==> src/rtl/srie_pkg.sv <==
`default_nettype none

package srie_pkg;

   localparam int DMEM_DEPTH_DEF = 1024;
   localparam int PC_WIDTH_DEF   = 10;
   localparam int REG_COUNT      = 32;
   localparam int RIDX_W         = 5;
   localparam int WORD_W         = 32;
   localparam int OUT_PC_W       = 10;
   localparam int OUT_ADDR_W     = 10;
   localparam int MADDR_FIELD_W  = 21;

   typedef enum logic [5:0] {
      OP_LABEL = 6'h00,
      OP_RTYPE = 6'h01,
      OP_LOAD  = 6'h02,
      OP_STORE = 6'h03,
      OP_JUMP  = 6'h04,
      OP_BEQ   = 6'h05,
      OP_END   = 6'h3F
   } opcode_type;

   localparam logic [5:0] FN_ADD  = 6'd1;
   localparam logic [5:0] FN_ADDI = 6'd2;
   localparam logic [5:0] FN_SUB  = 6'd3;
   localparam logic [5:0] FN_SUBI = 6'd4;

   typedef struct packed {
      logic [OUT_PC_W-1:0]   next_pc;
      logic                  halted;
      logic                  branch_taken;
      logic                  reg_write;
      logic [RIDX_W-1:0]     reg_index;
      logic [WORD_W-1:0]     reg_value;
      logic                  mem_write;
      logic [OUT_ADDR_W-1:0] mem_address;
      logic [WORD_W-1:0]     mem_data;
   } rsp_type;

   typedef struct packed {
      logic              reg_en;
      logic [RIDX_W-1:0] reg_idx;
      logic [WORD_W-1:0] reg_data;
      logic              mem_en;
      logic [WORD_W-1:0] mem_data;
   } wb_type;

endpackage

`default_nettype wire

==> src/rtl/srie_exec.sv <==
`default_nettype none

module srie_exec #(
   parameter int PC_WIDTH = srie_pkg::PC_WIDTH_DEF,
   parameter int DMEM_AW  = 10
) (
   input  logic [31:0]                  instr,
   input  logic [srie_pkg::WORD_W-1:0]  op_a,
   input  logic [srie_pkg::WORD_W-1:0]  op_b,
   input  logic [srie_pkg::WORD_W-1:0]  mem_q,
   input  logic [DMEM_AW-1:0]           addr,
   input  logic [PC_WIDTH-1:0]          pc,
   input  logic                         halted,
   output srie_pkg::rsp_type            rsp,
   output srie_pkg::wb_type             wb,
   output logic [PC_WIDTH-1:0]          pc_next,
   output logic                         halt_next
);

   logic [srie_pkg::WORD_W-1:0]  prod;
   logic [srie_pkg::WORD_W-1:0]  alu;
   logic [PC_WIDTH-1:0]          pc_inc;
   logic [PC_WIDTH-1:0]          target;
   logic [srie_pkg::WORD_W-1:0]  imm;
   srie_pkg::opcode_type         op;
   logic                         taken;
   logic                         addr_used;

   assign prod   = op_a * op_b;
   assign pc_inc = pc + PC_WIDTH'(1);
   assign target = instr[PC_WIDTH-1:0];
   assign imm    = {22'd0, instr[15:6]};
   assign op     = srie_pkg::opcode_type'(instr[31:26]);

   always_comb begin
      unique case (instr[5:0])
         srie_pkg::FN_ADD:  alu = op_a + op_b;
         srie_pkg::FN_ADDI: alu = op_a + imm;
         srie_pkg::FN_SUB:  alu = op_a - op_b;
         srie_pkg::FN_SUBI: alu = op_a - imm;
         default:           alu = prod;
      endcase
   end

   always_comb begin
      pc_next   = pc_inc;
      halt_next = halted;
      taken     = 1'b0;
      addr_used = 1'b0;
      wb        = '0;
      if (halted) begin
         pc_next = pc;
      end else begin
         unique case (op)
            srie_pkg::OP_RTYPE: begin
               wb.reg_en   = 1'b1;
               wb.reg_idx  = instr[25:21];
               wb.reg_data = alu;
            end
            srie_pkg::OP_LOAD: begin
               wb.reg_en   = 1'b1;
               wb.reg_idx  = instr[25:21];
               wb.reg_data = mem_q;
               addr_used   = 1'b1;
            end
            srie_pkg::OP_STORE: begin
               wb.mem_en   = 1'b1;
               wb.mem_data = op_b;
               addr_used   = 1'b1;
            end
            srie_pkg::OP_JUMP: begin
               pc_next = target;
               taken   = 1'b1;
            end
            srie_pkg::OP_BEQ: begin
               if (op_a == op_b) begin
                  pc_next = target;
                  taken   = 1'b1;
               end
            end
            srie_pkg::OP_END: begin
               halt_next = 1'b1;
               pc_next   = pc;
            end
            default: ;
         endcase
      end
   end

   always_comb begin
      rsp.next_pc      = srie_pkg::OUT_PC_W'(pc_next);
      rsp.halted       = halt_next;
      rsp.branch_taken = taken;
      rsp.reg_write    = wb.reg_en;
      rsp.reg_index    = wb.reg_idx;
      rsp.reg_value    = wb.reg_data;
      rsp.mem_write    = wb.mem_en;
      rsp.mem_address  = addr_used ? srie_pkg::OUT_ADDR_W'(addr) : '0;
      rsp.mem_data     = wb.mem_data;
   end

endmodule

`default_nettype wire
==> config.mk <==
export PLATFORM = sky130hd
export DESIGN_NAME = srie_exec
export DESIGN_NICKNAME = d
export VERILOG_FILES = /design/src/rtl/srie_pkg.sv /design/src/rtl/srie_exec.sv
export SDC_FILE = /design/constraint.sdc
export NUM_CORES = 2
export LEC_CHECK = 0
export BUFFER_PORTS_ARGS = -buffer_cell sky130_fd_sc_hd__buf_2
export CAP_MARGIN = 20
export CORE_UTILIZATION = 55
export DETAILED_ROUTE_END_ITERATION = 12
export PLACE_DENSITY_LB_ADDON = 0.15
export SLEW_MARGIN = 20
export SYNTH_ARGS = -nofsm -noshare
export SYNTH_HDL_FRONTEND = slang
export SYNTH_SLANG_ARGS = --single-unit
==> constraint.sdc <==
create_clock -name vclk -period 9.4
set_clock_uncertainty 0.15 [all_clocks]
set_input_delay 0.47 -clock vclk [all_inputs]
set_output_delay 0.47 -clock vclk [all_outputs]
set_load 0.03 [all_outputs]
==> results.yml <==
setup_path:
  end_kind: "primary output"
  cp.required_ns: 8.78
  cp-start-kind: "input port"
  arrival_ns: 8.46
  critPathKind: "in2out"
  path_max_fanout: 21
status:
  status: "complete, no violations"
timing:
  fin_crit_sh: 0.966
  worst_pin_slew_ns: 1.18
  setup_viol: 0
  max_slew_margin: 0.211
  fin_crit_ns: 9.08
  drv_slew: 0
  tns_ns: 0
  hold_viol: 0
  max_freq_mhz: 110
  rsz0062_at_grt: "no"
floorplan:
  die_w_um: 203
  fp.dieH_um: 203
  start_util: 0.559
  io-pin-count: 324
  core_um2: 39700
  die_area_um2: 41200
  rows: 73
global_routing:
  overflow: 0
  grt_pass1_vias: 20960
  antenna_found_initial: 3
  grt_pass1_wl_mm: 118
  grt_usage: 0.374
  grt_max_degree: 39
finish:
  instances_no_fill: 3419
  post_route_cells_drive_above_1_share: 0.139
  n_clock_buffer: 0
  areaGrowthSynthToFinish_pct: 6.71
  final-seq-area_um2: 0
  nNetsFinal: 3656
  nFlopsAndLatches: 0
  nFillCells: 3698
  final_util: 0.596
synthesis:
  synth_area_per_cell_um2: 8.10
  synth_area_um2: 22200
  yosysWarnings: 0
  synth_nets: 3504
  synth_seq_area_share: 0
  synth_cell_types: 82
  netlist_instances: 2740
routing:
  remaining_drc_errors: 0
  wl_mm: 75.8
  route.vias.total: 20193
  wl_per_cell_um: 22.2
  dr.pass1.iters: 7
  ant_nets: 0
  drt_iter0_drc: 1725
  vias_per_cell: 5.91
flow_run:
  drv_cap: 0
placement:
  io_buffers: 319
  dp.cells: 3415
  dpl.hpwl_mm: 62.1
  place.gp.congestion: 1.00
clock_tree:
  post-cts-setup-buffer-count: 0
  post_cts_resize_count: 0
  cts_hold_buffers: 0
min_path:
  min_path_type: "in2out"
layout make-up:
type                       count  area (um^2)  share of cell area
multi-input combinational   2079        19400               0.819
timing repair buffer         368         1960              0.0829
tap                          525          657              0.0277
inverter                     443         1660              0.0702
antenna                        4         10.0            0.000423
critical path, cell delays in order:
cell	delay, ns
buf_2	0.37
and2_1	0.24
fa_1	0.45
fa_1	0.50
fa_1	0.51
inv_1	0.05
fa_1	0.47
inv_1	0.05
fa_1	0.48
fa_1	0.57
fa_1	0.44
fa_1	0.45
ha_1	0.36
a21oi_1	0.22
nand2_1	0.11
a221o_1	0.36
a21oi_1	0.19
nor4bb_1	0.45
o21ai_0	0.20
a31o_2	0.29
and2_1	0.16
o21ai_0	0.22
mux2i_1	0.35
o211a_1	0.23
buf_2	0.25
cells in the mapped netlist (all sizes together), types with 33 or more instances:
cell type / instances / area [um^2]
a21oi: 123 / 627
and3: 45 / 283
xor2: 47 / 412
ha: 205 / 2560
clkbuf: 124 / 465
o21ai: 94 / 470
nor3: 35 / 186
fa: 410 / 8210
nand2: 313 / 1170
nor2: 134 / 505
xnor2: 116 / 1020
and2: 252 / 1580
a21o: 33 / 248
inv: 442 / 1660
buf: 94 / 681
layout by cell type (no fill, tap or decap), drive strengths merged, types with 33 or more instances in the layout:
master  netlist  final
inv         442    442
fa          410    410
buf          94    368
nand2       313    313
and2        252    252
ha          205    205
nor2        134    134
a21oi       123    123
xnor2       116    116
o21ai        94     94
xor2         47     47
and3         45     45
nor3         35     35
a21o         33     33
logic make-up after synthesis:
logic type      share of synthesized area
compound gates                      0.118
buf+inv                             0.127
simple gates                        0.204
xor+xnor                           0.0643
mux                               0.00135
fa+ha+maj                           0.485
through the flow:
step / hold WS, ns / worst slack, ns / instance area, um^2
floorplan: 1.01 / 0.906 / 22200
global placement: 1.14 / 0.535 / 23700
detailed placement: 1.14 / 0.475 / 23700
CTS: 1.15 / 0.429 / 23700
global route: 1.17 / 0.0514 / 23700
finish: 1.15 / 0.323 / 23700
layer usage:
layer	up-vias	GRT usage	routed length [um]
met5	-	0	22
met4	4	0.162	4150
met3	227	0.0531	6490
met2	1025	0.636	36000
met1	10064	0.475	29200
li1	8873	-	-
final timing paths:
kind	start	to	cells past startpoint
setup / recovery	op_b[6]	wb[63]	25
hold / removal	addr[6]	rsp[38]	3
