`src/rtl/srie_ram.sv`:
```
`default_nettype none

module srie_ram #(
   parameter int WIDTH = 32,
   parameter int DEPTH = 32,
   parameter int AW    = $clog2(DEPTH)
) (
   input  logic             clock,
   input  logic             wr_en,
   input  logic [AW-1:0]    wr_addr,
   input  logic [WIDTH-1:0] wr_data,
   input  logic             rd_en,
   input  logic [AW-1:0]    rd_addr,
   output logic [WIDTH-1:0] rd_q
);

   logic [WIDTH-1:0] mem_ff [DEPTH];

   always_ff @(posedge clock) begin
      if (wr_en) begin
         mem_ff[wr_addr] <= wr_data;
      end
      if (rd_en) begin
         rd_q <= mem_ff[rd_addr];
      end
   end

endmodule

`default_nettype wire

```
`config.mk`:
```
export PLATFORM = sky130hd
export DESIGN_NAME = srie_ram
export DESIGN_NICKNAME = d
export VERILOG_FILES = /design/src/rtl/srie_ram.sv
export SDC_FILE = /design/constraint.sdc
export NUM_CORES = 1
export LEC_CHECK = 0
export BUFFER_PORTS_ARGS = -buffer_cell sky130_fd_sc_hd__buf_2
export CAP_MARGIN = 5
export CORE_MARGIN = 3
export CORE_UTILIZATION = 55
export DETAILED_ROUTE_END_ITERATION = 16
export PLACE_DENSITY = 0.69
export SETUP_SLACK_MARGIN = 0.1
export SLEW_MARGIN = 20
export SYNTH_ARGS = -nofsm -noshare
export SYNTH_HDL_FRONTEND = slang
export SYNTH_SLANG_ARGS = --single-unit
```
`constraint.sdc`:
```
create_clock -name clock -period 3.2 [get_ports clock]
set_input_delay 0.48 -clock clock [delete_from_list [all_inputs] [get_ports clock]]
set_output_delay 0.48 -clock clock [all_outputs]
set_load 0.02 [all_outputs]
```
==> results of run 1 <==
==> cell usage after synthesis <==
cell type	number	area, um^2
clkbuf_4	2	15.01
nand2_1	98	367.9
or3b_2	3	26.28
clkbuf_1	46	172.7
nand2b_1	2	12.51
a21oi_1	96	480.5
buf_6	15	168.9
nand3_1	98	490.5
buf_2	26	130.1
edfxtp_1	1056	31710
or3_1	1	6.260
nand3b_1	5	37.54
nor2_1	34	127.6
or2_2	1	6.260
buf_4	33	247.7
buf_1	5	18.77
a22o_1	64	560.5
a22oi_1	96	720.7
and2b_1	1	7.510
and2_1	1	6.260
a31oi_1	32	200.2
nor3_1	32	160.2
nor2b_1	1	6.260
mux2i_1	512	5125
==> cell type report <==
type / count / area [um^2] / area share, %
antenna: 3 / 7.507 / 0.01608
clock buffer: 132 / 2729 / 5.843
clock inverter: 56 / 621.8 / 1.332
multi-input combinational: 1077 / 8610 / 18.44
sequential: 1056 / 31710 / 67.90
tap: 959 / 1200 / 2.569
timing repair buffer: 190 / 1822 / 3.901
==> registers in the layout, indices dropped and copies added (netlist names) <==
name    count
mem_ff   1024
rd_q       32
==> how the worst min path moves through the flow <==
stage	slack, ns	to	startpoint	cells past startpoint
floorplan	0.58	mem_ff[0][0]	wr_data[0]	0
global placement	0.66	rd_q[22]	mem_ff[16][22]	4
detailed placement	0.67	rd_q[6]	mem_ff[17][6]	4
CTS	0.27	mem_ff[24][22]	wr_data[22]	1
global route	0.31	mem_ff[1][21]	wr_data[21]	1
finish	0.30	mem_ff[23][21]	wr_data[21]	1
==> per-stage QoR <==
step	utilization [%]	hold WS (ns)	cell area, um^2	power (mW)
3_3_place_gp	59.20	0.6556	43340	17.26
3_5_place_dp	59.20	0.6653	43340	17.30
2_1_floorplan	-	0.5789	40810	16.62
6_report	63.79	0.2998	46700	28.99
4_1_cts	63.78	0.2722	46690	29.15
5_1_grt	63.78	0.3112	46690	29.83
==> power groups by stage <==
stage | clock network (mW) | logic (mW) | registers [mW]
after global placement | 0 | 1.47 | 15.8
after CTS | 12.1 | 1.51 | 15.5
after floorplan | 0 | 0.795 | 15.8
after global routing | 12.7 | 1.61 | 15.5
after detailed placement | 0 | 1.50 | 15.8
final | 12.0 | 1.51 | 15.5
==> logic make-up (layout without fill, tap and decap cells) <==
group,count (synthesis),count (layout),share of synthesized area [%]
mux,512,512,12.56
buf+inv,127,378,1.846
flops,1056,1056,77.71
compound gates,288,288,4.808
simple gates,277,277,3.076
other cells,0,3,0
==> worst reg2reg max path, cell delays in order, from the launching register on <==
cell,delay [ns]
edfxtp_1,0.38
mux2i_1,0.17
a22o_1,0.18
nor3_1,0.06
a31oi_1,0.25
nand3_1,0.31
==> layer usage <==
layer  vias up  wire length [um]  GRT usage, %
li1       9356                 -             -
met4         6              2918         8.339
met1     11068             40020         35.37
met5         -                37             0
met2       993             49070         42.60
met3       181              8392         5.453
==> results.cfg, run 1 <==
[status]
status = finished, final reports clean

[placement]
placed_cells = 3282
dp_slack_ns = 0.6931
placement.io_buffers = 76
post-dp-hpwl_um = 53870
place_congestion = 0.8026

[pwr]
powerDensity_mw_per_mm2 = 620.7
p_int_mw = 22.95
switching_share_pct = 20.83
p_seq_share_pct = 53.5
leakage_nw = 16.31
ir_drop_v = 0.0004511
switching_power_mw = 6.039
clkPwrFrac_pct = 41.3
combPwrFrac_pct = 5.2

[sta]
skew_ns = 0.03214
fin_crit_ns = 1.894
fin_ws_ns = 1.306
finalCritPeriodShare_pct = 59.18
hold_viol = 0
rsz0062_at_grt = no
fmax_mhz = 528.1
worst-slew-pin-transition_ns = 0.9162
fin_tns_setup_ns = 0
slew_violations = 0
setup_violations = 0
slew_headroom_pct = 38.92

[setup_path]
reg2regPathDepth = 5
max_stage_delay_ns = 0.62
crit_start = rd_addr[2]
critPathTopFamily = simple AND/OR/NAND/NOR gates
worstPathMaxFanout = 65
crit_slowest_cell = nor2b_4
start_kind = input pin
ff2ff_setup_slack_ns = 1.49
cp_data_required_time_ns = 3.57
rr_startpoint = mem_ff[7][8]
crit_type = input pin to register
path_depth = 7
cp.arrival_ns = 2.27
r2r_end = rd_q[8]
crit_end = rd_q[15]
end_kind = register
crit_chain = buf_2 > nor2b_4 > buf_12 > a22o_1 > nor3_1 > a31oi_1 > nand3_1
crit_buf_inv = 2

[detailed_routing]
vias = 21604
drc = 0
routed_wl_um = 100400
via_per_inst = 6.221
first_pass_iters = 6
avgRoutedWirePerCell_um = 28.92
drt_iter0_markers = 2387
postRouteAntennaNets = 0

[synth]
synthCells = 2260
ys_ff_latch = 1056
ys_warn_count = 0
synth_area_mm2 = 0.04081
synth.avg_cell_area_um2 = 18.06
synth_cell_types = 24
ys_seq_area_share_pct = 77.71
syn-num-nets = 2305

[clock_tree]
cts_buffers = 103
clk_pin_slew_ns = 0.06
cts_resized = 0
cts_buffer_depth = 3
postCtsSetupRepairBufs = 0
cts_tree = yes
insertion_delay_ns = 0.67
cts.sinks = 1056
cts_root_buffer = clkbuf_16
htree_num_levels = 3
hold_buffers = 0

[min_path]
hold_class = input pin to register

[global_route]
grt_pass1_vias = 21708
grt_start_max_net_pins = 66
grtUsageTotal_pct = 26.01
grt_pass1_wl_um = 145400
antenna_found_initial = 6
grt.overflow.total = 0

[cells_and_area]
fillCellCount = 4935
drive_gt1_share_pct = 14.97
layout_common_cells = edfxtp_1 (1056), mux2i_1 (512), clkbuf_16 (105)
fin_cells = 3473
area_delta_synth_final_pct = 14.45
layout_commonest_cell = edfxtp_1
final_net_count = 2473

[die]
ios = 77
dieArea_mm2 = 0.07750
start_util_pct = 55.74
rows = 99
die_h_um = 278.4
core_mm2 = 0.07321
die_x_um = 278.4

[job]
maxCapViolCount = 0
(Power assumes the default switching activity.)
==> run 2: changes to the inputs <==
==> constraint.sdc (replaced) <==
create_clock -name clock -period 1.8 [get_ports clock]
set_input_delay 0.27 -clock clock [delete_from_list [all_inputs] [get_ports clock]]
set_output_delay 0.27 -clock clock [all_outputs]
set_load 0.02 [all_outputs]
==> run 2 against run 1 <==
Net effect: non-clock buffer count up 107; sequential power rose by 78%; core utilization up 2.1 points; count of clock-buffer cells in the layout down 11; total power increased by 78%; highest routed layer unchanged.
==> results.cfg, run 2 (synthesis results as in run 1) <==
[status]
status = finished, final reports clean

[setup_path]
cp_data_required_time_ns = 1.53
crit_type = register to primary output
crit_slowest_cell = edfxtp_1
worstPathMaxFanout = 1
cp.arrival_ns = 1.41
max_stage_delay_ns = 0.54
crit_buf_inv = 1
crit_chain = buf_6
start_kind = register
end_kind = primary output
critPathTopFamily = flip-flops

[sta]
fin_crit_ns = 1.676
hold_viol = 0
fin_tns_setup_ns = 0
fin_ws_ns = 0.1236
rsz0062_at_grt = no
worst-slew-pin-transition_ns = 0.5758
fmax_mhz = 596.5
setup_violations = 0
slew_violations = 0
slew_headroom_pct = 61.61
finalCritPeriodShare_pct = 93.13
skew_ns = 0.02142

[cells_and_area]
final_net_count = 2580
top_regs = mem_ff x1024, rd_q x32
area_delta_synth_final_pct = 18.19
layout_common_cells = edfxtp_1 (1056), mux2i_1 (512), buf_4 (116)
drive_gt1_share_pct = 18.84
fillCellCount = 4786
layout_commonest_cell = edfxtp_1
finalInstanceArea_mm2 = 0.04823
multi_input_area_mm2 = 0.008627
top_register = mem_ff
area.sequential_mm2 = 0.03171
largest_reg_flops = 1024

[clock_tree]
cts_buffers = 103
hold_buffers = 0
insertion_delay_ns = 0.65
cts_tree = yes
cts.sinks = 1056
htree_num_levels = 3
cts_root_buffer = clkbuf_16
clk_pin_slew_ns = 0.06
cts_buffer_depth = 3

[placement]
placement.io_buffers = 76
post-dp-hpwl_um = 59960
dp_slack_ns = -0.2051
place_congestion = 0.8208
placed_cell_area_mm2 = 0.04490

[die]
start_util_pct = 55.74
die_h_um = 278.4
ios = 77
die_x_um = 278.4
core_mm2 = 0.07321
dieArea_mm2 = 0.07750
rows = 99

[detailed_routing]
postRouteAntennaNets = 0
first_pass_iters = 5
vias = 21924
drt_iter0_markers = 2267
drc = 0
via_per_inst = 6.134
avgRoutedWirePerCell_um = 27.96
routed_wl_um = 99940

[pwr]
powerDensity_mw_per_mm2 = 1068
leakage_nw = 17.05
finalPower_mw = 51.51
ir_drop_v = 0.0008927

[global_route]
grt.overflow.total = 0
grtUsageTotal_pct = 25.84
antenna_found_initial = 5
grt_pass1_vias = 21880
grt_start_max_net_pins = 38
grt_pass1_wl_um = 145900

[job]
maxCapViolCount = 0

[min_path]
hold_class = input pin to register
[run 2: final cells by class]
class	count	area share, %
multi-input combinational	1077	17.89
tap	959	2.488
clock buffer	121	5.528
timing repair buffer	297	6.999
sequential	1056	65.75
antenna	3	0.01557
clock inverter	61	1.331
[run 2: per-layer routing]
layer | vias to the layer above | routed length, um | part of all wire [%] | track usage (%)
met2 | 889 | 49060 | 49 | 42.56
li1 | 9555 | - | - | -
met5 | - | 15 | 0.015 | 0
met1 | 11308 | 41080 | 41 | 35.99
met4 | 4 | 2753 | 2.8 | 8.339
met3 | 168 | 7030 | 7.0 | 3.917
[run 2: what timing repair did]
action | 4_1_cts | 5_1_grt
endpoints found under the setup margin | 2 | 0
gates resized for setup | 4 | 0
buffers inserted | 0 | 0
[run 2: path summary, 6_finish.rpt]
check                                     from        endpoint  slack (ns)  cells past startpoint
worst min-delay path               wr_data[13]  mem_ff[29][13]        0.10                      1
worst max-delay path                  rd_q[14]        rd_q[14]        0.12                      1
worst max register to register   mem_ff[1][17]        rd_q[17]        0.30                      5
worst min register to register  mem_ff[26][28]        rd_q[28]        0.67                      4
[run 2: per-stage QoR]
step / util, % / hold WS (ns) / cells
after detailed placement: 61.33 / 0.6570 / 3389
after CTS: 65.87 / 0.06342 / 3571
after floorplan: - / 0.3689 / 2260
after global placement: 61.33 / 0.6544 / 3389
after global routing: 65.87 / 0.1014 / 3571
final: 65.88 / 0.1024 / 3574
[run 2: where the power goes]
part / total, mW / switching, mW / internal [mW] / leakage, nW
clock network: 21.0 / 8.84 / 12.2 / 1.62
registers: 27.6 / 0.130 / 27.4 / 9.54
logic: 2.93 / 1.79 / 1.13 / 5.89
==> run 3: changes to the inputs <==
--- a/config.mk
+++ b/config.mk
@@ -9,9 +9,11 @@
 export CAP_MARGIN = 5
 export CORE_MARGIN = 3
 export CORE_UTILIZATION = 55
+export CTS_BUF_LIST = sky130_fd_sc_hd__clkbuf_2
 export DETAILED_ROUTE_END_ITERATION = 16
 export PLACE_DENSITY = 0.69
 export SETUP_SLACK_MARGIN = 0.1
+export SKIP_CTS_REPAIR_TIMING = 1
 export SLEW_MARGIN = 20
 export SYNTH_ARGS = -nofsm -noshare
 export SYNTH_HDL_FRONTEND = slang
==> run 3 against run 2 <==
Net effect: the run now ends with negative setup slack left; largest cell class unchanged; maximum frequency fell by 30%; final area is 0.12% higher; register-to-register slack got worse by 0.09 ns; critical path depth unchanged; sequential power is essentially flat; clock power down 28%; first-iteration DRC count shrank 1.9%; via count up 5.9%.
==> results.cfg, run 3 (synthesis results as in run 1) <==
[status]
status = finished with violations
violations = negative setup slack

[global_route]
grt_pass1_wl_um = 147600
antenna_found_initial = 4
grt_pass1_vias = 23246
grt_start_max_net_pins = 38
grt.overflow.total = 0
grtUsageTotal_pct = 26.22

[cells_and_area]
top_regs = mem_ff x1024, rd_q x32
layout_common_cells = edfxtp_1 (1056), mux2i_1 (512), clkbuf_2 (380)
final_net_count = 2845
drive_gt1_share_pct = 24.99
area_delta_synth_final_pct = 18.34
fillCellCount = 5011
largest_reg_flops = 1024
layout_commonest_cell = edfxtp_1
top_register = mem_ff

[clock_tree]
cts.sinks = 1056
htree_num_levels = 5
cts_root_buffer = clkbuf_2
cts_buffers = 276
cts_buffer_depth = 4
insertion_delay_ns = 1.37
cts_tree = yes
clk_pin_slew_ns = 0.10

[pwr]
combPwrFrac_pct = 6.9
clkPwrFrac_pct = 33.1
switching_share_pct = 23.93
ir_drop_v = 0.0005425
p_int_mw = 34.94
switching_power_mw = 10.99
p_seq_share_pct = 60.0
leakage_nw = 17.64
powerDensity_mw_per_mm2 = 951.2

[sta]
hold_slack_ns = 0.2956
slew_headroom_pct = 23.84
finalCritPeriodShare_pct = 133.8
setup_violations = 73
fin_crit_ns = 2.408
slew_violations = 0
skew_ns = 0.09529
fin_ws_ns = -0.6078
hold_viol = 0
fmax_mhz = 415.3
worst-slew-pin-transition_ns = 1.139
rsz0062_at_grt = yes

[setup_path]
critPathTopFamily = flip-flops
end_kind = primary output
crit_chain = buf_6
start_kind = register
crit_buf_inv = 1
crit_type = register to primary output
worstPathMaxFanout = 1
path_depth = 1
max_stage_delay_ns = 0.57
cp_data_required_time_ns = 1.53
crit_slowest_cell = edfxtp_1
cp.arrival_ns = 2.14
reg2regPathDepth = 6

[placement]
place_congestion = 0.8208
post-dp-hpwl_um = 59960
placement.io_buffers = 76
dp_slack_ns = -0.2051

[detailed_routing]
vias = 23211
first_pass_iters = 5
via_per_inst = 5.909
routed_wl_um = 102400
avgRoutedWirePerCell_um = 26.07
postRouteAntennaNets = 0
drt_iter0_markers = 2225
drc = 0

[min_path]
hold_class = input pin to register
hold_depth = 5

[die]
ios = 77
die_x_um = 278.4
start_util_pct = 55.74
core_mm2 = 0.07321
dieArea_mm2 = 0.07750
die_h_um = 278.4
rows = 99

[job]
maxCapViolCount = 0
-- run 3: power by group through the flow --
stage / clock network (mW) / registers (mW) / logic [mW]
floorplan: 0 / 28.1 / 1.45
global placement: 0 / 28.1 / 2.84
detailed placement: 0 / 28.1 / 2.91
CTS: 15.5 / 27.5 / 2.92
global route: 17.0 / 27.6 / 3.38
finish: 15.2 / 27.6 / 3.18
-- run 3: area by class of cell --
class	instances	area [um^2]	share of cell area [%]
Antenna cell	4	10.01	0.02073
Clock buffer	380	1902	3.938
Clock inverter	63	350.3	0.7255
Multi-Input combinational cell	1077	8627	17.87
Sequential cell	1056	31710	65.67
Tap cell	959	1200	2.485
Timing Repair Buffer	389	4489	9.297
-- run 3: per-stage QoR --
step           cells  util (%)  TNS [ns]  power [mW]  cell area, um^2
6_report        3928     65.96    -14.22       45.93            48290
5_1_grt         3925     65.95    -18.89       47.94            48280
4_1_cts         3832     64.41    -20.24       46.00            47150
3_5_place_dp    3389     61.33    -2.546       31.01            44900
3_3_place_gp    3389     61.33    -1.816       30.93            44900
2_1_floorplan   2260         -    -78.75       29.58            41080
-- run 3: per-layer routing --
| layer | track usage, % | part of all wire (%) | vias up |
|---|---|---|---|
| met4 | 9.246 | 2.4 | 2 |
| met5 | 0 | 0.013 | - |
| met3 | 6.182 | 7.7 | 167 |
| met2 | 42.76 | 49 | 1057 |
| met1 | 35.01 | 41 | 11736 |
| li1 | - | - | 10249 |
-- run 3: final timing paths --
kind                                       to  slack [ns]     startpoint
worst max-delay path                 rd_q[14]       -0.61       rd_q[14]
worst min register to register        rd_q[6]        0.63  mem_ff[10][6]
worst max register to register       rd_q[16]        0.21  mem_ff[5][16]
worst min-delay path            mem_ff[2][30]        0.30     wr_addr[4]
